<file path="src/rtl/eoc_pkg.sv">
`timescale 1ns / 1ps
`default_nettype none

package eoc_pkg;

  localparam int NUM_FLOORS  = 4;
  localparam int FLOOR_W     = 4;
  localparam int IDX_W       = (NUM_FLOORS > 2) ? $clog2(NUM_FLOORS) : 1;
  localparam int QUEUE_DEPTH = 2;
  localparam int QPTR_W      = (QUEUE_DEPTH > 2) ? $clog2(QUEUE_DEPTH) : 1;
  localparam int QCNT_W      = $clog2(QUEUE_DEPTH + 1);

  localparam logic [IDX_W-1:0] TOP_FLOOR    = IDX_W'(NUM_FLOORS - 1);
  localparam logic [IDX_W-1:0] BOTTOM_FLOOR = '0;

  localparam logic CMD_PRESS = 1'b0;
  localparam logic CMD_STEP  = 1'b1;

  localparam logic [1:0] KIND_CAB  = 2'd0;
  localparam logic [1:0] KIND_UP   = 2'd1;
  localparam logic [1:0] KIND_DOWN = 2'd2;

  localparam int ORD_CAB  = 0;
  localparam int ORD_UP   = 1;
  localparam int ORD_DOWN = 2;

  localparam logic [1:0] MOTOR_NONE = 2'd0;
  localparam logic [1:0] MOTOR_UP   = 2'd1;
  localparam logic [1:0] MOTOR_DOWN = 2'd2;
  localparam logic [1:0] MOTOR_STOP = 2'd3;

  localparam logic [1:0] DIR_IDLE = 2'b00;
  localparam logic [1:0] DIR_UP   = 2'b01;
  localparam logic [1:0] DIR_DOWN = 2'b11;

  typedef enum logic [1:0] {
    OP_NONE,
    OP_PRESS,
    OP_STEP
  } op_e;

  typedef struct packed {
    op_e              op;
    logic [2:0]       mask;
    logic [IDX_W-1:0] flr;
  } item_t;

endpackage

`default_nettype wire

</file>
<file path="src/rtl/eoc_front.sv">
`timescale 1ns / 1ps
`default_nettype none

module eoc_front (
  input  wire logic                   start_i,
  input  wire logic                   cmd_i,
  input  wire logic [1:0]             button_kind_i,
  input  wire logic [3:0]             floor_i,
  input  wire logic                   at_floor_i,
  input  wire logic                   full_i,
  output logic                        busy_o,
  output logic                        push_o,
  output eoc_pkg::item_t              item_o
);

  logic                      in_range;
  logic [eoc_pkg::IDX_W-1:0] flr;
  logic [2:0]                mask;

  assign in_range = ({1'b0, floor_i} < (eoc_pkg::FLOOR_W + 1)'(eoc_pkg::NUM_FLOORS));
  assign flr      = floor_i[eoc_pkg::IDX_W-1:0];
  assign busy_o   = full_i;
  assign push_o   = start_i & ~full_i;

  always_comb begin
    mask = 3'b000;
    unique case (button_kind_i)
      eoc_pkg::KIND_CAB: begin
        mask[eoc_pkg::ORD_CAB] = 1'b1;
      end
      eoc_pkg::KIND_UP: begin
        mask[eoc_pkg::ORD_UP] = (flr != eoc_pkg::TOP_FLOOR);
      end
      eoc_pkg::KIND_DOWN: begin
        mask[eoc_pkg::ORD_DOWN] = (flr != eoc_pkg::BOTTOM_FLOOR);
      end
      default: begin
        mask = 3'b000;
      end
    endcase
  end

  always_comb begin
    item_o.flr  = flr;
    item_o.mask = mask;
    unique case (cmd_i)
      eoc_pkg::CMD_PRESS: begin
        item_o.op = (in_range && (mask != 3'b000)) ? eoc_pkg::OP_PRESS : eoc_pkg::OP_NONE;
      end
      default: begin
        item_o.op = (in_range && at_floor_i) ? eoc_pkg::OP_STEP : eoc_pkg::OP_NONE;
      end
    endcase
  end

endmodule

`default_nettype wire

</file>
<file path="src/rtl/eoc_queue.sv">
`timescale 1ns / 1ps
`default_nettype none

module eoc_queue (
  input  wire logic           clk_i,
  input  wire logic           rst_ni,
  input  wire logic           push_i,
  input  wire eoc_pkg::item_t item_i,
  input  wire logic           pop_i,
  output logic                full_o,
  output logic                empty_o,
  output eoc_pkg::item_t      item_o
);

  eoc_pkg::item_t             mem_q [eoc_pkg::QUEUE_DEPTH];
  logic [eoc_pkg::QPTR_W-1:0] wptr_q, wptr_d;
  logic [eoc_pkg::QPTR_W-1:0] rptr_q, rptr_d;
  logic [eoc_pkg::QCNT_W-1:0] cnt_q, cnt_d;
  logic                       do_push;
  logic                       do_pop;

  assign full_o  = (cnt_q == eoc_pkg::QCNT_W'(eoc_pkg::QUEUE_DEPTH));
  assign empty_o = (cnt_q == '0);
  assign item_o  = mem_q[rptr_q];
  assign do_push = push_i & ~full_o;
  assign do_pop  = pop_i & ~empty_o;

  always_comb begin
    wptr_d = wptr_q;
    rptr_d = rptr_q;
    cnt_d  = cnt_q;
    if (do_push) begin
      wptr_d = (wptr_q == eoc_pkg::QPTR_W'(eoc_pkg::QUEUE_DEPTH - 1)) ? '0 : wptr_q + 1'b1;
    end
    if (do_pop) begin
      rptr_d = (rptr_q == eoc_pkg::QPTR_W'(eoc_pkg::QUEUE_DEPTH - 1)) ? '0 : rptr_q + 1'b1;
    end
    if (do_push && !do_pop) begin
      cnt_d = cnt_q + 1'b1;
    end else if (do_pop && !do_push) begin
      cnt_d = cnt_q - 1'b1;
    end
  end

  always_ff @(posedge clk_i or negedge rst_ni) begin
    if (!rst_ni) begin
      wptr_q <= '0;
      rptr_q <= '0;
      cnt_q  <= '0;
    end else begin
      wptr_q <= wptr_d;
      rptr_q <= rptr_d;
      cnt_q  <= cnt_d;
    end
  end

  always_ff @(posedge clk_i) begin
    if (do_push) begin
      mem_q[wptr_q] <= item_i;
    end
  end

endmodule

`default_nettype wire

</file>
<file path="src/rtl/eoc_back.sv">
`timescale 1ns / 1ps
`default_nettype none

module eoc_back (
  input  wire logic           clk_i,
  input  wire logic           rst_ni,
  input  wire logic           empty_i,
  input  wire eoc_pkg::item_t item_i,
  output logic                pop_o,
  output logic                done_o,
  output logic [1:0]          motor_cmd_o,
  output logic signed [1:0]   direction_o,
  output logic                door_open_o
);

  typedef enum logic {
    ST_IDLE,
    ST_EXEC
  } state_e;

  state_e                    state_q;
  eoc_pkg::item_t            item_q;
  logic [2:0]                pend_q [eoc_pkg::NUM_FLOORS];
  logic [2:0]                pend_d;
  logic [1:0]                dir_q, dir_d;
  logic                      done_q;
  logic [1:0]                motor_q, motor_d;
  logic [1:0]                dir_out_q;
  logic                      door_q, door_d;

  logic [eoc_pkg::IDX_W-1:0] loc;
  logic [2:0]                here;
  logic                      stop;
  logic                      above;
  logic                      below;
  logic [2:0]                any_kind;
  logic [2:0]                low_kind;
  logic                      at_top;
  logic                      at_bottom;
  logic [1:0]                mdir;

  assign loc       = item_q.flr;
  assign here      = pend_q[loc];
  assign at_top    = (loc == eoc_pkg::TOP_FLOOR);
  assign at_bottom = (loc == eoc_pkg::BOTTOM_FLOOR);
  assign pop_o     = (state_q == ST_IDLE) && !empty_i;

  always_comb begin
    above    = 1'b0;
    below    = 1'b0;
    any_kind = 3'b000;
    low_kind = 3'b000;
    for (int f = 0; f < eoc_pkg::NUM_FLOORS; f++) begin
      if (eoc_pkg::IDX_W'(f) > loc) begin
        above = above | (|pend_q[f]);
      end
      if (eoc_pkg::IDX_W'(f) < loc) begin
        below = below | (|pend_q[f]);
      end
      if (eoc_pkg::IDX_W'(f) <= loc) begin
        low_kind = low_kind | pend_q[f];
      end
      any_kind = any_kind | pend_q[f];
    end
  end

  assign stop = here[eoc_pkg::ORD_CAB]
              | (here[eoc_pkg::ORD_UP] & (dir_q != eoc_pkg::DIR_DOWN))
              | (here[eoc_pkg::ORD_DOWN] & (dir_q != eoc_pkg::DIR_UP));

  always_comb begin
    pend_d  = here;
    dir_d   = dir_q;
    motor_d = eoc_pkg::MOTOR_NONE;
    door_d  = 1'b0;
    mdir    = dir_q;
    if (item_q.op == eoc_pkg::OP_PRESS) begin
      pend_d = here | item_q.mask;
    end else if (item_q.op == eoc_pkg::OP_STEP) begin
      if (stop) begin
        door_d  = 1'b1;
        motor_d = eoc_pkg::MOTOR_STOP;
        unique case (dir_q)
          eoc_pkg::DIR_UP: begin
            pend_d = here & ~3'b011;
            if (!above) dir_d = eoc_pkg::DIR_IDLE;
          end
          eoc_pkg::DIR_DOWN: begin
            pend_d = here & ~3'b101;
            if (!below) dir_d = eoc_pkg::DIR_IDLE;
          end
          default: begin
            pend_d = 3'b000;
          end
        endcase
      end else begin
        if (dir_q == eoc_pkg::DIR_IDLE) begin
          if (any_kind[eoc_pkg::ORD_CAB]) begin
            mdir = low_kind[eoc_pkg::ORD_CAB] ? eoc_pkg::DIR_DOWN : eoc_pkg::DIR_UP;
          end else if (any_kind[eoc_pkg::ORD_UP]) begin
            mdir = low_kind[eoc_pkg::ORD_UP] ? eoc_pkg::DIR_DOWN : eoc_pkg::DIR_UP;
          end else if (any_kind[eoc_pkg::ORD_DOWN]) begin
            mdir = low_kind[eoc_pkg::ORD_DOWN] ? eoc_pkg::DIR_DOWN : eoc_pkg::DIR_UP;
          end
        end else begin
          if ((dir_q == eoc_pkg::DIR_UP && (!above || at_top))
              || (dir_q == eoc_pkg::DIR_DOWN && (!below || at_bottom))) begin
            mdir = eoc_pkg::DIR_IDLE;
          end
        end
        dir_d = mdir;
        if (dir_q == eoc_pkg::DIR_IDLE && mdir == eoc_pkg::DIR_IDLE) begin
          motor_d = eoc_pkg::MOTOR_NONE;
        end else if (mdir == eoc_pkg::DIR_UP) begin
          motor_d = at_top ? eoc_pkg::MOTOR_NONE : eoc_pkg::MOTOR_UP;
        end else if (mdir == eoc_pkg::DIR_DOWN) begin
          motor_d = at_bottom ? eoc_pkg::MOTOR_NONE : eoc_pkg::MOTOR_DOWN;
        end else begin
          motor_d = eoc_pkg::MOTOR_STOP;
        end
      end
    end
  end

  always_ff @(posedge clk_i or negedge rst_ni) begin
    if (!rst_ni) begin
      state_q   <= ST_IDLE;
      done_q    <= 1'b0;
      dir_q     <= eoc_pkg::DIR_IDLE;
      motor_q   <= eoc_pkg::MOTOR_NONE;
      dir_out_q <= eoc_pkg::DIR_IDLE;
      door_q    <= 1'b0;
      for (int f = 0; f < eoc_pkg::NUM_FLOORS; f++) begin
        pend_q[f] <= 3'b000;
      end
    end else begin
      done_q <= 1'b0;
      unique case (state_q)
        ST_IDLE: begin
          if (!empty_i) begin
            state_q <= ST_EXEC;
          end
        end
        ST_EXEC: begin
          state_q     <= ST_IDLE;
          done_q      <= 1'b1;
          dir_q       <= dir_d;
          pend_q[loc] <= pend_d;
          motor_q     <= motor_d;
          dir_out_q   <= dir_d;
          door_q      <= door_d;
        end
        default: begin
          state_q <= ST_IDLE;
        end
      endcase
    end
  end

  always_ff @(posedge clk_i) begin
    if (pop_o) begin
      item_q <= item_i;
    end
  end

  assign done_o      = done_q;
  assign motor_cmd_o = motor_q;
  assign direction_o = dir_out_q;
  assign door_open_o = door_q;

endmodule

`default_nettype wire

</file>
<file path="src/rtl/elevator_order_controller.sv">
`timescale 1ns / 1ps
`default_nettype none

// Elevator order controller.
// Command channel: an item (cmd_i, button_kind_i, floor_i, at_floor_i) transfers
// at a rising edge where start_i is high and busy_o is low. A button press marks
// a pending order; a floor sensor step at a floor decides the car's next action.
// Result channel: every accepted item gives exactly one result (motor_cmd_o,
// direction_o, door_open_o), shown for one cycle with done_o high.
// The front classifies items into a two-entry queue; the back executes each item
// by fetching it from the queue, then deciding and updating the order table.
// The back fetches a new item from the queue only once it has finished the last;
// busy_o rises only while both queue entries are held.
// The receiver cannot stall: each result transfers in its single done_o cycle.
// Reset: all pending orders clear, the car is idle, the queue is empty and
// done_o is low.

module elevator_order_controller (
  input  wire logic         clk_i,
  input  wire logic         rst_ni,
  input  wire logic         start_i,
  output logic              busy_o,
  input  wire logic         cmd_i,
  input  wire logic [1:0]   button_kind_i,
  input  wire logic [3:0]   floor_i,
  input  wire logic         at_floor_i,
  output logic              done_o,
  output logic [1:0]        motor_cmd_o,
  output logic signed [1:0] direction_o,
  output logic              door_open_o
);

  eoc_pkg::item_t front_item;
  eoc_pkg::item_t queue_item;
  logic           push;
  logic           pop;
  logic           full;
  logic           empty;

  eoc_front u_front (
    .start_i       (start_i),
    .cmd_i         (cmd_i),
    .button_kind_i (button_kind_i),
    .floor_i       (floor_i),
    .at_floor_i    (at_floor_i),
    .full_i        (full),
    .busy_o        (busy_o),
    .push_o        (push),
    .item_o        (front_item)
  );

  eoc_queue u_queue (
    .clk_i   (clk_i),
    .rst_ni  (rst_ni),
    .push_i  (push),
    .item_i  (front_item),
    .pop_i   (pop),
    .full_o  (full),
    .empty_o (empty),
    .item_o  (queue_item)
  );

  eoc_back u_back (
    .clk_i       (clk_i),
    .rst_ni      (rst_ni),
    .empty_i     (empty),
    .item_i      (queue_item),
    .pop_o       (pop),
    .done_o      (done_o),
    .motor_cmd_o (motor_cmd_o),
    .direction_o (direction_o),
    .door_open_o (door_open_o)
  );

  a_door_means_stop: assert property (@(posedge clk_i) disable iff (!rst_ni)
    (done_o && door_open_o) |-> (motor_cmd_o == eoc_pkg::MOTOR_STOP))
    else $error("door open without stop");

  a_done_single: assert property (@(posedge clk_i) disable iff (!rst_ni)
    done_o |=> !done_o)
    else $error("back produced results in adjacent cycles");

  a_dir_legal: assert property (@(posedge clk_i) disable iff (!rst_ni)
    done_o |-> (direction_o != 2'b10))
    else $error("illegal direction code");

  a_busy_pop: assert property (@(posedge clk_i) disable iff (!rst_ni)
    busy_o |-> !empty)
    else $error("busy with empty queue");

endmodule

`default_nettype wire
</file>
<file path="config.mk">
export PLATFORM = sky130hd
export DESIGN_NAME = elevator_order_controller
export DESIGN_NICKNAME = d
export VERILOG_FILES = /design/src/rtl/eoc_pkg.sv /design/src/rtl/eoc_front.sv /design/src/rtl/eoc_queue.sv /design/src/rtl/eoc_back.sv /design/src/rtl/elevator_order_controller.sv
export SDC_FILE = /design/constraint.sdc
export NUM_CORES = 1
export LEC_CHECK = 0
export BUFFER_PORTS_ARGS = -buffer_cell sky130_fd_sc_hd__buf_2
export CORE_ASPECT_RATIO = 0.9
export CORE_MARGIN = 1
export CORE_UTILIZATION = 59
export CTS_CLUSTER_DIAMETER = 60
export DETAILED_ROUTE_END_ITERATION = 10
export PLACE_DENSITY = 0.79
export RECOVER_POWER = 50
export SYNTH_ARGS = -nofsm -noshare
export SYNTH_HDL_FRONTEND = slang
export SYNTH_SLANG_ARGS = --single-unit
</file>
<file path="constraint.sdc">
create_clock -name clk_i -period 1.95 [get_ports clk_i]
set_input_delay 0 -clock clk_i [delete_from_list [all_inputs] [get_ports clk_i]]
set_output_delay 0 -clock clk_i [all_outputs]
set_load 0.02 [all_outputs]
</file>
# == Word level (Yosys, flattened, before mapping) ==
# Memory sizes are Yosys's and may differ from the RTL's. A register that Yosys moved wholly into a read port is not among the register bits.
# Cells that the tools add are included.
# op_classes
n_addsub,4
n_mux,65
eq_ne,16
reduce_logical,30
magnitude_cmp,15
bitwise,25
# op_table
cell,count
2-to-1 mux 2 bit,27
2-to-1 mux 3 bit,10
2-to-1 mux 1 bit,22
bitwise OR 3 bit,7
bitwise mux 12 bit,1
"equality test 2 bit, second input constant",6
OR reduction 3 bit,4
zero test 2 bit,5
logical AND 1 bit,9
"!= test 3 bit, second input constant",3
"equality test 2 x 1 -> 1 bit, second input constant",4
bitwise OR 1 bit,8
binary-select mux 3 bit (select 2 bit),1
demux 3 bit (select 2 bit),1
one-hot mux 3 bit (2 select lines),1
AND reduction 6 bit,1
AND 1 bit,5
zero test 1 bit,5
"greater-than comparator 1 x 2 -> 1 bit, first input constant",2
"greater-than comparator 2 bit, first input constant",2
"less-or-equal comparator 1 x 2 -> 1 bit, first input constant",2
"less-or-equal comparator 2 bit, first input constant",2
"< comparator 1 x 2 -> 1 bit, first input constant",2
"< comparator 2 bit, first input constant",2
15 further kinds,23
# word_totals
elab_cells,168
out_inout_bits,7
mem_bits_rw,14
mem_count,1
in_bits,11
ff_bits,23
# mem_list
memory,depth,width,read_ports,rd_clocked_by_memory_dff,wr,line,source
u_queue.mem_q,2,7,1,1,1,eoc_queue.sv:15,eoc_pkg::item_t mem_q [eoc_pkg::QUEUE_DEPTH];

# == Longest topological paths before layout ==
# Gate-level depths: netlist (run 1).
# logic_depth
depth_word,24
ltp_mapped,7
ltp_nobuf,7

# == Cells and area by module ==
# From an unflattened synthesis (run 1), not the netlist that was laid out.
# unflattened
cells_unflattened,200
area_unflattened_um2,2273.4
# modules_own_cells
mod,cells_per_inst,area_each_um2,seq_area_each_um2,n_inst
eoc_back,145,1473.9,685.7,1
eoc_queue,41,710.7,520.5,1
eoc_front,14,88.8,0.0,1

# == Least setup slack after synthesis (run 1) ==
# OpenSTA, ideal clock, no wires.
# synth_path
kind,register to register
start,register u_back.dir_q[1]
end,register u_back.dir_q[0]
t_arrival_ps,1620
n_path_buf,1
path_slack_ps,209
path_stages_with_launch,7
setup_ps,121
synth_period_minus_slack_ps,1741
required_ps,1829
path_cell_list,dfrtp_1 > buf_4 > mux2i_1 > mux4_2 > a21oi_1 > nor2_1 > a22o_1
# synth_via
elab_chain_len,11
word_cells_on_any_way,25
classes_between,7 x eq/ne; 9 x mux; 4 x bitwise; 5 x reduce/logical
# synth_rtl
item,line,source
start: declaration,eoc_back.sv:25,"logic [1:0] dir_q, dir_d;"
start signal: assignment,eoc_back.sv:129,dir_q <= eoc_pkg::DIR_IDLE;
start signal: assignment,eoc_back.sv:147,dir_q <= dir_d;
equality test 2 x 1 -> 1 bit or equality test 2 bit (tied branches),"eoc_back.sv:83, eoc_back.sv:106, eoc_back.sv:107",
"logical AND 1 bit, on equally long branches","eoc_back.sv:106, eoc_back.sv:107",
logical OR 1 bit,eoc_back.sv:107,|| (dir_q == eoc_pkg::DIR_DOWN && (!below || at_bottom))) begin
2-to-1 mux 2 bit,eoc_back.sv:106,if ((dir_q == eoc_pkg::DIR_UP && (!above || at_top))
2-to-1 mux 2 bit,eoc_back.sv:97,if (dir_q == eoc_pkg::DIR_IDLE) begin
2-to-1 mux 2 bit,eoc_back.sv:80,if (stop) begin
2-to-1 mux 2 bit,eoc_back.sv:79,end else if (item_q.op == eoc_pkg::OP_STEP) begin
2-to-1 mux 2 bit,eoc_back.sv:77,if (item_q.op == eoc_pkg::OP_PRESS) begin
2-to-1 mux 2 bit,eoc_back.sv:80,
2-to-1 mux 2 bit,eoc_back.sv:79,
2-to-1 mux 2 bit,eoc_back.sv:77,
# Parallel ways exist; a longest one is shown, timed or not. The select of a mux whose other input is x is not followed.
# A chain may end at the register's enable or synchronous reset.

# == Final worst setup path (run 1) ==
# layout_path
start,register u_back.pend_q[6] (netlist bit)
end,register u_back.motor_q[1] (netlist: u_back.motor_cmd_o[1])
# layout_via
elab_chain_len,23
word_cells_on_any_way,51
classes_between,2 x eq/ne; 25 x mux; 14 x bitwise; 10 x reduce/logical
# layout_rtl
item,line,source
start: declaration,eoc_back.sv:23,logic [2:0] pend_q [eoc_pkg::NUM_FLOORS];
start signal: indexed assignment,eoc_back.sv:148,pend_q[loc] <= pend_d;
OR reduction 3 bit,"eoc_back.sv:55, eoc_back.sv:58",
"bitwise OR 1 bit, on equally long branches","eoc_back.sv:55, eoc_back.sv:58",
"2-to-1 mux 1 bit, on equally long branches","eoc_back.sv:54, eoc_back.sv:57",
"bitwise OR 1 bit, on equally long branches","eoc_back.sv:55, eoc_back.sv:58",
"2-to-1 mux 1 bit, on equally long branches","eoc_back.sv:54, eoc_back.sv:57",
"bitwise OR 1 bit, on equally long branches","eoc_back.sv:55, eoc_back.sv:58",
"2-to-1 mux 1 bit, on equally long branches","eoc_back.sv:54, eoc_back.sv:57",
zero test 1 bit,-,
(+7 left out),-,
2-to-1 mux 2 bit,eoc_back.sv:77,
equality test 2 bit,eoc_back.sv:116,end else if (mdir == eoc_pkg::DIR_DOWN) begin
2-to-1 mux 2 bit,eoc_back.sv:116,
2-to-1 mux 2 bit,eoc_back.sv:114,end else if (mdir == eoc_pkg::DIR_UP) begin
2-to-1 mux 2 bit,eoc_back.sv:112,if (dir_q == eoc_pkg::DIR_IDLE && mdir == eoc_pkg::DIR_IDLE) begin
2-to-1 mux 2 bit (*),eoc_back.sv:80,
2-to-1 mux 2 bit (*),eoc_back.sv:79,
2-to-1 mux 2 bit (*),eoc_back.sv:77,
end signal: assignment,eoc_back.sv:130,motor_q <= eoc_pkg::MOTOR_NONE;
end signal: assignment,eoc_back.sv:149,motor_q <= motor_d;
end: declaration,eoc_back.sv:27,"logic [1:0] motor_q, motor_d;"
# Mark *: on every way between the ends. The rest lies on a longest branch, timed or not. The select of a mux whose other input is x is not followed.

==> key figures, run 1 <==
Setup path
  • Top cell by count, worst path: a211oi_2
  • R2r endpoint: u_back.motor_cmd_o[1]$_DFFE_PN0P_
  • CP Launch Type: flip-flop
  • CP required: 2.11 ns
  • R2R cell count: 5
  • CP max stage delay: 0.56 ns
  • CP cell instances: mux4_2, and2b_1, a211oi_2, a211oi_2, o221ai_1
  • Setup CP Type: flip-flop to flip-flop
  • Worst EP arrival: 2.03 ns
  • Critical Path Sink Type: flip-flop
  • Reg-to-reg startpoint: u_back.pend_q[6]$_DFFE_PN0P_
  • R2r setup slk: 0.08 ns
  • Slowest stage cell, crit path: mux4_2
  • Worst Path Max Fanout: 7

STA
  • Tcrit/Tclk final: 96.1%
  • Max transition margin: 16.3%
  • Fmax: 0.534 GHz
  • Min Tclk post-route: 1.87 ns
  • Worst Max-Slew Pin Slew: 1.26 ns
  • Endpoints failing hold: 0
  • Slew Limit Fails: 0
  • Skew final: 0.00552 ns
  • Final setup viols: 0

GRT
  • GRT Max-Usage Layer: met2
  • Largest net degree at the start of global routing: 24
  • First-pass GRT wire length: 7.54 mm
  • GRT Total Usage: 26.2%
  • Initial antenna violation count: 0
  • Routing usage on met3: 5.53%
  • Congestion Overflow GR: 0
  • Met2 Usage GRT: 40.8%
  • Vias in the first global route: 1,641
  • M1 GR Usage: 35.5%

Worst hold path
  • Hold-critical path depth: 2
  • Min-delay src: floor_i[3]
  • Hold Crit Class: input pin to flip-flop
  • Hold endpoint: u_queue.mem_q[0][6]$_DFFE_PP_

Floorplanning
  • Core ar.: 3480 um2
  • Row cnt: 20
  • Die X: 66.4 um
  • Starting density of the core: 63.3%
  • Die Area: 3980 um2
  • Die Ht: 60.0 um
  • # IOs: 18

Pwr
  • Cell-internal power: 2.63 mW
  • Clk network pwr share: 12.2%
  • Combinational share of power: 47.5%
  • Register share of total power: 40.3%
  • Pwr per Cell Area: 1790 nW/um2
  • Leak pwr: 1.04 nW
  • Switching power: 1.91 mW
  • Net Sw Frac: 42.0%
  • Peak supply drop: 0.784 mV

Placement
  • Buffers added on ports: 17
  • Hpwl dp: 3.29 mm
  • Placed Instance Area: 2390 um2
  • DP Cell Count: 253
  • GP Congestion: 0.936

Finish
  • Layout cells sized above 1: 22.0%
  • Antenna Cells: 0
  • Area grow syn2layout: 14.8%
  • Final non-filler cell total: 267
  • Final #Nets: 234
  • Post-route design area: 2530 um2

Routing
  • First-pass iteration count of the detailed router: 4
  • WL per Instance: 17.0 um
  • ANT nets after route: 0
  • DR vias/cell: 6.26
  • Residual DRC count: 0
  • Vias post-DR: 1,672
  • First DRT Iteration DRCs: 165
  • Final wirelength: 4.54 mm

Logic synthesis
  • Fraction of registers with async set or reset after synthesis: 52.3%
  • Top cell type's share of synthesized area: 28.6%
  • Cell taking the most area after synthesis: edfxtp_1
  • Area contributors post-synth: edfxtp_1 (29%), dfrtp_1 (26%), mux2_2 (5.6%), mux4_2 (4.1%), o21ai_0 (3.0%)
  • Synth warnings: 0
  • Cells after Synth: 186
  • Syn Area/Cell: 11.8 um2
  • Count of different cell masters after synthesis: 49
  • Synthesized area: 2200 um2
  • Sequential element share of the synthesized area: 54.7%
  • EDFF count, synth: 21
  • Mapped Nets: 198
  • Synth Register Bits: 44
  • Ys flop type: dfrtp_1

Clock network
  • Cts bufs inserted: 5
  • Root Driver: clkbuf_8
  • Clock transition at path regs: 0.08 ns
  • CTS max path bufs: 2
  • CTS tree: built
  • Sinks on Clock Net: 44
  • H-tree levels: 2
  • Latest clock arrival within the worst-skew pair: 0.30 ns

Flow run
  • Reported max-cap violation count: 0

Outcome
  • Outcome: finished clean
## worst max-delay path, delay by kind of cell (launching register included)
kind	cells	cell delay, ns
flops	1	0.48
mux	1	0.56
compound gates	3	0.44
simple gates	1	0.26
## registers in the layout, indices dropped and copies added (netlist names)
register	count
u_back.dir_q	2
u_back.done_o	1
u_back.door_open_o	1
u_back.item_q	5
u_back.loc	2
u_back.motor_cmd_o	2
u_back.pend_q	12
u_back.state_q	1
u_queue.cnt_q	2
u_queue.mem_q	14
u_queue.rptr_q	1
u_queue.wptr_q	1
## per-stage QoR
stage                     util [%]  power [mW]  setup slack (ns)  hold slack, ns  TNS [ns]
after detailed placement      68.7        3.90            0.0332         0.00418         0
after floorplan                  -        3.27             0.209          -0.296         0
final                         72.7        4.54            0.0769          0.0101         0
after global routing          72.7        4.84           -0.0226          0.0143   -0.0752
after global placement        68.7        3.80             0.138         -0.0133         0
after CTS                     72.4        4.47            0.0142         0.00598         0
## cell usage after synthesis, types with 3 or more instances
library cell	n
o21ai_1	3
a211oi_1	3
nor2_1	12
nand3_1	3
nor3_1	8
xnor2_1	3
a21oi_1	4
inv_1	12
mux4_2	4
a21o_1	3
mux2_2	11
o221ai_1	3
nand2_1	16
o21ai_0	13
dfrtp_1	23
edfxtp_1	21
mux2i_1	5
## cell type report
cell class / count / area, um2
Timing Repair Buffer: 33 / 201
Tap cell: 44 / 55.1
Fill cell: 240 / 948
Inverter: 12 / 45.0
Clock buffer: 5 / 68.8
Sequential cell: 44 / 1210
Multi-Input combinational cell: 126 / 935
Clock inverter: 3 / 17.5
## how the worst max path moves through the flow
stage                                      start                           endpoint  slack, ns  depth (start not counted)
global route             u_back.loc[1]$_DFFE_PP_      u_back.pend_q[10]$_DFFE_PN0P_      -0.02                          4
floorplan            u_back.dir_q[1]$_DFFE_PN0P_        u_back.dir_q[0]$_DFFE_PN0P_       0.21                          6
global placement         u_back.loc[0]$_DFFE_PP_       u_back.pend_q[0]$_DFFE_PN0P_       0.14                          4
detailed placement       u_back.loc[0]$_DFFE_PP_  u_back.motor_cmd_o[1]$_DFFE_PN0P_       0.03                          6
CTS                      u_back.loc[0]$_DFFE_PP_  u_back.motor_cmd_o[1]$_DFFE_PN0P_       0.01                          6
finish              u_back.pend_q[6]$_DFFE_PN0P_  u_back.motor_cmd_o[1]$_DFFE_PN0P_       0.08                          5
## power by group through the flow
stage	Clock, mW	Sequential [mW]	Combinational [mW]
floorplan	0	1.74	1.53
global placement	0	1.80	2.00
detailed placement	0	1.83	2.08
CTS	0.567	1.81	2.09
global route	0.602	1.88	2.36
finish	0.554	1.83	2.15
## cell families after synthesis
group,synth area share [%]
and+or+nand+nor,12.7
muxes,12.0
AOI/OAI and AO/OA,14.7
adders and majority gates,0.568
xor gates and xnor gates,1.99
DFF,54.7
buffers and inverters,3.29
## layout by cell type (no fill, tap or decap), types with 4 or more instances in the layout
master	netlist	routed
a21oi_1	4	4
buf_2	1	6
buf_4	1	12
clkbuf_1	1	11
clkbuf_8	0	5
dfrtp_1	23	22
dlygate4sd3_1	0	4
edfxtp_1	21	21
inv_1	12	12
mux2_2	11	11
mux2i_1	5	5
mux4_2	4	4
nand2_1	16	16
nor2_1	12	12
nor3_1	8	8
o21ai_0	13	13
## what timing repair did
action                                  4_1_cts  5_1_grt
endpoints found under the setup margin        0        5
hold buffers                                  4        0
hold endpoints to repair                     29        0
resized for setup                             0        3
setup buffers                                 0        2
## per-layer routing
layer  vias to the layer above  routed length (um)
li1                        772                   -
met1                       798                1970
met2                        85                2110
met3                        17                 352
met4                         0                 107
met5                         -                   0
Power figures use the tool's default switching activity.
==> run 2, diff against run 1 <==
--- a/config.mk
+++ b/config.mk
@@ -11,7 +11,7 @@
 export CORE_UTILIZATION = 59
 export CTS_CLUSTER_DIAMETER = 60
 export DETAILED_ROUTE_END_ITERATION = 10
-export PLACE_DENSITY = 0.79
+export PLACE_DENSITY = 0.87
 export RECOVER_POWER = 50
 export SYNTH_ARGS = -nofsm -noshare
 export SYNTH_HDL_FRONTEND = slang
==> run 2 against run 1 <==
Against the previous run:
- sequential power barely moved
- die area did not move
- wire length rose by 1.6%
- power fell by 2.2%
- setup slack got worse by 0.011 ns
- clock-buffer cell count did not move
- non-clock buffer count fell by 6
- cell count fell by 2.2%
- flip-flop and latch count did not move
- register-to-register slack barely moved
==> key figures, run 2 (synthesized netlist as in run 1, its figures left out) <==
Clock network
  • Latest clock arrival within the worst-skew pair: 0.30 ns (about the same)
  • CTS tree: built (unchanged)
  • H-tree levels: 2 (unchanged)
  • Clock transition at path regs: 0.09 ns (was 0.08 ns)
  • Sinks on Clock Net: 44 (unchanged)
  • Cts bufs inserted: 5 (unchanged)
  • Root Driver: clkbuf_8 (unchanged)
  • CTS max path bufs: 2 (unchanged)

Setup path
  • WP buf/inv: 0 (unchanged)
  • R2r setup slk: 0.07 ns (was 0.08 ns)
  • CP max stage delay: 0.49 ns (was 0.56 ns)
  • Top delay family on crit path: compound AO/OA/AOI/OAI gates (was multiplexers)
  • CP Launch Type: flip-flop (unchanged)
  • CP required: 2.16 ns (was 2.11 ns)
  • Worst Path Max Fanout: 7 (unchanged)
  • Setup CP Type: flip-flop to flip-flop (unchanged)
  • Worst EP arrival: 2.10 ns (was 2.03 ns)
  • Slowest stage cell, crit path: a2111oi_1 (was mux4_2)
  • CP cell instances: nor4_2, a21oi_1, a2111oi_1, a211oi_2, o221ai_1 (was mux4_2, and2b_1, a211oi_2, a211oi_2, o221ai_1)
  • Critical Path Sink Type: flip-flop (unchanged)

Flow run
  • Reported max-cap violation count: 0 (unchanged)

Finish
  • Commonest cells after routing, fill and taps aside: dfrtp_1 (23), edfxtp_1 (21), nand2_1 (16) (was dfrtp_1 (22), edfxtp_1 (21), nand2_1 (16))
  • Layout cells sized above 1: 19.8% (was 22.0%)
  • Final core occ: 71.6% (was 72.7%)
  • Commonest non-fill, non-tap cell in the layout: dfrtp_1 (unchanged)
  • Final #Nets: 228 (was 234)
  • Area grow syn2layout: 13.0% (was 14.8%)
  • Largest regs: u_queue.mem_q x14, u_back.pend_q x12, u_back.item_q x5 (unchanged)
  • Max FFs per register: 14 (unchanged)
  • Antenna Cells: 0 (unchanged)
  • Final non-filler cell total: 261 (was 267)
  • Largest reg by FF count: u_queue.mem_q (unchanged)

Routing
  • DR vias/cell: 6.39 (was 6.26)
  • First DRT Iteration DRCs: 168 (was 165)
  • DR top layer: met4 (unchanged)
  • Met2 wire length: 2.30 mm (was 2.11 mm)
  • Vias post-DR: 1,667 (was 1,672)
  • WL per Instance: 17.7 um (was 17.0 um)
  • ANT nets after route: 0 (unchanged)
  • Residual DRC count: 0 (unchanged)
  • Met3 Routed Length: 342 um (was 352 um)
  • Met1 WL: 1.79 mm (was 1.97 mm)
  • First-pass iteration count of the detailed router: 4 (unchanged)
  • Final wirelength: 4.61 mm (was 4.54 mm)

GRT
  • Largest net degree at the start of global routing: 24 (unchanged)
  • First-pass GRT wire length: 7.85 mm (was 7.54 mm)
  • Initial antenna violation count: 0 (unchanged)
  • Vias in the first global route: 1,696 (was 1,641)
  • GRT Total Usage: 27.6% (was 26.2%)
  • Congestion Overflow GR: 0 (unchanged)

Pwr
  • Clk network pwr share: 12.7% (was 12.2%)
  • Peak supply drop: 0.865 mV (was 0.784 mV)
  • Tot Pwr: 4.44 mW (was 4.54 mW)
  • Pwr per Cell Area: 1780 nW/um2 (was 1790 nW/um2)
  • Cell-internal power: 2.54 mW (was 2.63 mW)
  • Net Sw Frac: 42.7% (was 42.0%)
  • Combinational share of power: 45.5% (was 47.5%)
  • Leak pwr: 1.01 nW (was 1.04 nW)
  • Register share of total power: 41.8% (was 40.3%)
  • Switching power: 1.89 mW (was 1.91 mW)

Floorplanning
  • Die X: 66.4 um (unchanged)
  • Row cnt: 20 (unchanged)
  • Die Area: 3980 um2 (unchanged)
  • # IOs: 18 (unchanged)
  • Die Ht: 60.0 um (unchanged)
  • Starting density of the core: 63.3% (unchanged)
  • Core ar.: 3480 um2 (unchanged)

STA
  • Max transition margin: 18.5% (was 16.3%)
  • Skew final: 0.00841 ns (was 0.00552 ns)
  • Fin Hold WS: 0.0175 ns (was 0.0101 ns)
  • Fmax: 0.531 GHz (was 0.534 GHz)
  • Tcrit/Tclk final: 96.6% (was 96.1%)
  • Min Tclk post-route: 1.88 ns (was 1.87 ns)
  • Slew Limit Fails: 0 (unchanged)
  • Endpoints failing hold: 0 (unchanged)
  • Setup TNS: 0 ns (unchanged)
  • Worst Max-Slew Pin Slew: 1.22 ns (was 1.26 ns)
  • RSZ-0062 raised after global routing: true
  • Final setup viols: 0 (unchanged)

Placement
  • GP Congestion: 0.966 (was 0.936)
  • Hpwl dp: 3.20 mm (was 3.29 mm)
  • Buffers added on ports: 17 (unchanged)
  • DP Cell Count: 247 (was 253)

Worst hold path
  • Hold Crit Class: input pin to flip-flop (unchanged)

Outcome
  • Outcome: finished clean (unchanged)
[run 2: changes by cell type in the layout (fill, tap and decap cells not counted), moves of 2 or more]
cell,previous run,this run
buf_2,6,8
buf_4,12,5
clkbuf_1,11,9
clkinvlp_4,0,2
[run 2: layout make-up]
type	instances	area [um2]
multi-input combinational	126	935
sequential	44	1210
tap	44	55.1
clock inverter	3	18.8
inverter	12	45.0
clock buffer	5	68.8
timing repair buffer	27	161
fill	227	988
[run 2: worst paths after layout]
check / from / endpoint / cells after the start
max in group asynchronous: rst_ni / u_back.pend_q[11]$_DFFE_PN0P_ / 2
min in group asynchronous: rst_ni / u_back.pend_q[4]$_DFFE_PN0P_ / 2
min reg2reg: u_back.door_open_o$_DFFE_PN0P_ / u_back.door_open_o$_DFFE_PN0P_ / 1
min: start_i / u_queue.wptr_q$_DFFE_PN0P_ / 3
max reg2reg: u_back.pend_q[3]$_DFFE_PN0P_ / u_back.motor_cmd_o[0]$_DFFE_PN0P_ / 5
max: u_back.pend_q[3]$_DFFE_PN0P_ / u_back.motor_cmd_o[0]$_DFFE_PN0P_ / 5
[run 2: power groups by stage]
| stage | Combinational [mW] | Sequential [mW] | Clock [mW] |
|---|---|---|---|
| global route | 2.22 | 1.90 | 0.599 |
| finish | 2.02 | 1.86 | 0.562 |
| detailed placement | 1.97 | 1.84 | 0 |
| CTS | 1.99 | 1.83 | 0.563 |
| global placement | 1.87 | 1.81 | 0 |
| floorplan | 1.53 | 1.74 | 0 |
[run 2: timing repair]
item                                    in CTS  in global routing
endpoints found under the setup margin       0                  6
gates resized for setup                      0                  2
hold endpoints to repair                    29                  0
hold buffers                                 5                  0
setup buffers                                0                  1
[run 2: per-stage QoR]
| stage | setup WS, ns | instance area, um2 |
|---|---|---|
| floorplan | 0.209 | 2200 |
| global placement | 0.133 | 2350 |
| detailed placement | 0.0877 | 2350 |
| CTS | 0.0749 | 2480 |
| global route | -0.0130 | 2490 |
| finish | 0.0660 | 2490 |
[run 2: tightest hold or removal path, delay by kind of cell]
kind,cells,cell delay (ns)
xor gates and xnor gates,1,0.07
buffers and inverters,1,0.10
and+or+nand+nor,1,0.10
[run 2: layer usage]
metal / up-vias / global-route usage (%)
met2: 91 / 48.1
li1: 756 / -
met5: - / 0
met4: 0 / 12.2
met3: 19 / 6.11
met1: 801 / 33.0
==> run 3, diff against run 2 <==
--- a/config.mk
+++ b/config.mk
@@ -6,13 +6,13 @@
 export NUM_CORES = 1
 export LEC_CHECK = 0
 export BUFFER_PORTS_ARGS = -buffer_cell sky130_fd_sc_hd__buf_2
-export CORE_ASPECT_RATIO = 0.9
 export CORE_MARGIN = 1
 export CORE_UTILIZATION = 59
 export CTS_CLUSTER_DIAMETER = 60
 export DETAILED_ROUTE_END_ITERATION = 10
 export PLACE_DENSITY = 0.87
 export RECOVER_POWER = 50
+export REMOVE_ABC_BUFFERS = 1
 export SYNTH_ARGS = -nofsm -noshare
 export SYNTH_HDL_FRONTEND = slang
 export SYNTH_SLANG_ARGS = --single-unit
==> run 3 against run 2 <==
Against the previous run:
- wire length rose by 1.4%
- clock skew rose by 0.00065 ns
- sequential share of layout area fell by 0.74 points
- setup slack got worse by 0.018 ns
- worst hold slack got worse by 0.0040 ns
- clock-buffer cell count did not move
- clock power rose by 22%
- via count rose by 1.9%
- flip-flop and latch count did not move
- largest cell class unchanged
- highest routed layer unchanged
==> key figures, run 3 (synthesized netlist as in run 1, its figures left out) <==
STA
  • Max transition margin: 17.7% (was 18.5%)
  • Setup TNS: 0 ns (unchanged)
  • Tcrit/Tclk final: 97.5% (was 96.6%)
  • RSZ-0062 raised after global routing: true (unchanged)
  • Slew Limit Fails: 0 (unchanged)
  • Skew final: 0.00907 ns (was 0.00841 ns)
  • Worst Max-Slew Pin Slew: 1.23 ns (was 1.22 ns)
  • Min Tclk post-route: 1.90 ns (was 1.88 ns)
  • Endpoints failing hold: 0 (unchanged)
  • Fmax: 0.526 GHz (was 0.531 GHz)
  • Final setup viols: 0 (unchanged)

Flow run
  • Reported max-cap violation count: 0 (unchanged)

Setup path
  • CP cell instances: mux4_2, and2b_1, a211oi_2, a211oi_2, o221ai_1 (was nor4_2, a21oi_1, a2111oi_1, a211oi_2, o221ai_1)
  • Top cell by count, worst path: a211oi_2
  • CP Launch Type: flip-flop (unchanged)
  • Worst EP arrival: 2.07 ns (was 2.10 ns)
  • Critical Path Sink Type: flip-flop (unchanged)
  • CP required: 2.12 ns (was 2.16 ns)
  • Slowest stage cell, crit path: mux4_2 (was a2111oi_1)
  • CP max stage delay: 0.61 ns (was 0.49 ns)
  • Setup CP Type: flip-flop to flip-flop (unchanged)
  • Worst Path Max Fanout: 5 (was 7)

GRT
  • Congestion Overflow GR: 0 (unchanged)
  • Initial antenna violation count: 0 (unchanged)
  • First-pass GRT wire length: 7.88 mm (was 7.85 mm)
  • Largest net degree at the start of global routing: 24 (unchanged)
  • Vias in the first global route: 1,633 (was 1,696)
  • GRT Total Usage: 26.5% (was 27.6%)

Outcome
  • Outcome: finished clean (unchanged)

Floorplanning
  • Core ar.: 3470 um2 (was 3480 um2)
  • Row cnt: 21 (was 20)
  • Die Area: 3980 um2 (about the same)
  • Starting density of the core: 63.5% (was 63.3%)
  • Die X: 63.1 um (was 66.4 um)
  • # IOs: 18 (unchanged)
  • Die Ht: 63.1 um (was 60.0 um)

Routing
  • First-pass iteration count of the detailed router: 4 (unchanged)
  • WL per Instance: 17.6 um (was 17.7 um)
  • DR vias/cell: 6.38 (was 6.39)
  • Vias post-DR: 1,698 (was 1,667)
  • First DRT Iteration DRCs: 253 (was 168)
  • ANT nets after route: 0 (unchanged)
  • Residual DRC count: 0 (unchanged)
  • Final wirelength: 4.68 mm (was 4.61 mm)

Clock network
  • Latest clock arrival within the worst-skew pair: 0.30 ns (about the same)
  • CTS tree: built (unchanged)
  • Clock transition at path regs: 0.09 ns (about the same)
  • H-tree levels: 2 (unchanged)
  • Cts bufs inserted: 5 (unchanged)
  • Sinks on Clock Net: 44 (unchanged)
  • Root Driver: clkbuf_8 (unchanged)
  • CTS max path bufs: 2 (unchanged)

Finish
  • Commonest cells after routing, fill and taps aside: dfrtp_1 (23), edfxtp_1 (21), nand2_1 (16) (unchanged)
  • Max FFs per register: 14 (unchanged)
  • Largest regs: u_queue.mem_q x14, u_back.pend_q x12, u_back.item_q x5 (unchanged)
  • # fillers: 251 (was 227)
  • Final core occ: 72.9% (was 71.6%)
  • Final #Nets: 231 (was 228)
  • Area grow syn2layout: 14.8% (was 13.0%)
  • Commonest non-fill, non-tap cell in the layout: dfrtp_1 (unchanged)
  • Layout cells sized above 1: 21.4% (was 19.8%)
  • Largest reg by FF count: u_queue.mem_q (unchanged)
  • Antenna Cells: 0 (unchanged)

Placement
  • Hpwl dp: 3.35 mm (was 3.20 mm)
  • GP Congestion: 0.900 (was 0.966)
  • Buffers added on ports: 17 (unchanged)

Pwr
  • Peak supply drop: 1.11 mV (was 0.865 mV)
  • Pwr per Cell Area: 1850 nW/um2 (was 1780 nW/um2)
  • Tot Pwr: 4.69 mW (was 4.44 mW)
  • Leak pwr: 1.04 nW (was 1.01 nW)

Worst hold path
  • Hold Crit Class: input pin to flip-flop (unchanged)
==> run 3: cell count changes in the layout (fill, tap and decap cells not counted) <==
cell	change
a211oi_2	-1
a22oi_1	-1
buf_4	+5
clkinv_4	+1
a211oi_1	+1
a22oi_2	+1
bufinv_16	+1
nor3_1	+1
dlygate4sd3_1	-2
clkinvlp_4	-2
nor3_2	-1
==> run 3: layer usage <==
| layer | track usage [%] | vias to the layer above | part of all wire (%) |
|---|---|---|---|
| met3 | 5.25 | 23 | 6.0 |
| met5 | 0 | - | 0 |
| met1 | 30.6 | 806 | 38 |
| met4 | 12.5 | 0 | 3.8 |
| li1 | - | 771 | - |
| met2 | 46.9 | 98 | 52 |
==> run 3: through the flow <==
| step | hold slack, ns | worst slack (ns) | cells | cell area, um2 |
|---|---|---|---|---|
| final | 0.0135 | 0.0480 | 266 | 2530 |
| after detailed placement | 0.00240 | 0.0507 | 253 | 2380 |
| after global routing | 0.0172 | -0.0673 | 266 | 2530 |
| after CTS | 0.00140 | 0.0195 | 264 | 2520 |
| after floorplan | -0.296 | 0.0837 | 182 | 2180 |
| after global placement | -0.00834 | 0.121 | 253 | 2380 |
==> run 3: timing repair <==
action,CTS,global route
gates resized for setup,0,1
hold endpoints to repair,27,0
setup buffers,0,2
hold buffers,3,0
endpoints found under the setup margin,0,8
==> run 3: worst paths after layout <==
kind | start | end | slack, ns | cells past startpoint
hold reg to reg | u_queue.wptr_q$_DFFE_PN0P_ | u_queue.wptr_q$_DFFE_PN0P_ | 0.50 | 1
max in group asynchronous | rst_ni | u_back.pend_q[9]$_DFFE_PN0P_ | 0.74 | 2
setup reg to reg | u_back.loc[0]$_DFFE_PP_ | u_back.motor_cmd_o[1]$_DFFE_PN0P_ | 0.05 | 5
setup / recovery | u_back.loc[0]$_DFFE_PP_ | u_back.motor_cmd_o[1]$_DFFE_PN0P_ | 0.05 | 5
min in group asynchronous | rst_ni | u_back.motor_cmd_o[1]$_DFFE_PN0P_ | 0.48 | 2
hold / removal | floor_i[3] | u_queue.mem_q[0][6]$_DFFE_PP_ | 0.01 | 2
==> run 3: critical path, delay by kind of cell (launching register included) <==
kind            cells  cell delay (ns)
mux                 1             0.61
flops               1             0.47
compound gates      3             0.42
simple gates        1             0.26
==> run 3: area by class of cell <==
cell class	instances	area [um2]	area share (%)
Timing Repair Buffer	30	179	7.08
Clock inverter	3	42.5	1.68
Multi-Input combinational cell	126	930	36.8
Sequential cell	44	1210	47.7
Clock buffer	5	68.8	2.72
Tap cell	46	57.6	2.28
Inverter	12	45.0	1.78
==> run 3: power breakdown <==
part / internal, mW / switching (mW) / leakage (nW) / total, mW
logic: 0.974 / 1.17 / 0.500 / 2.14
clock network: 0.379 / 0.305 / 0.0558 / 0.684
registers: 1.40 / 0.461 / 0.487 / 1.86
total: 2.76 / 1.93 / 1.04 / 4.69
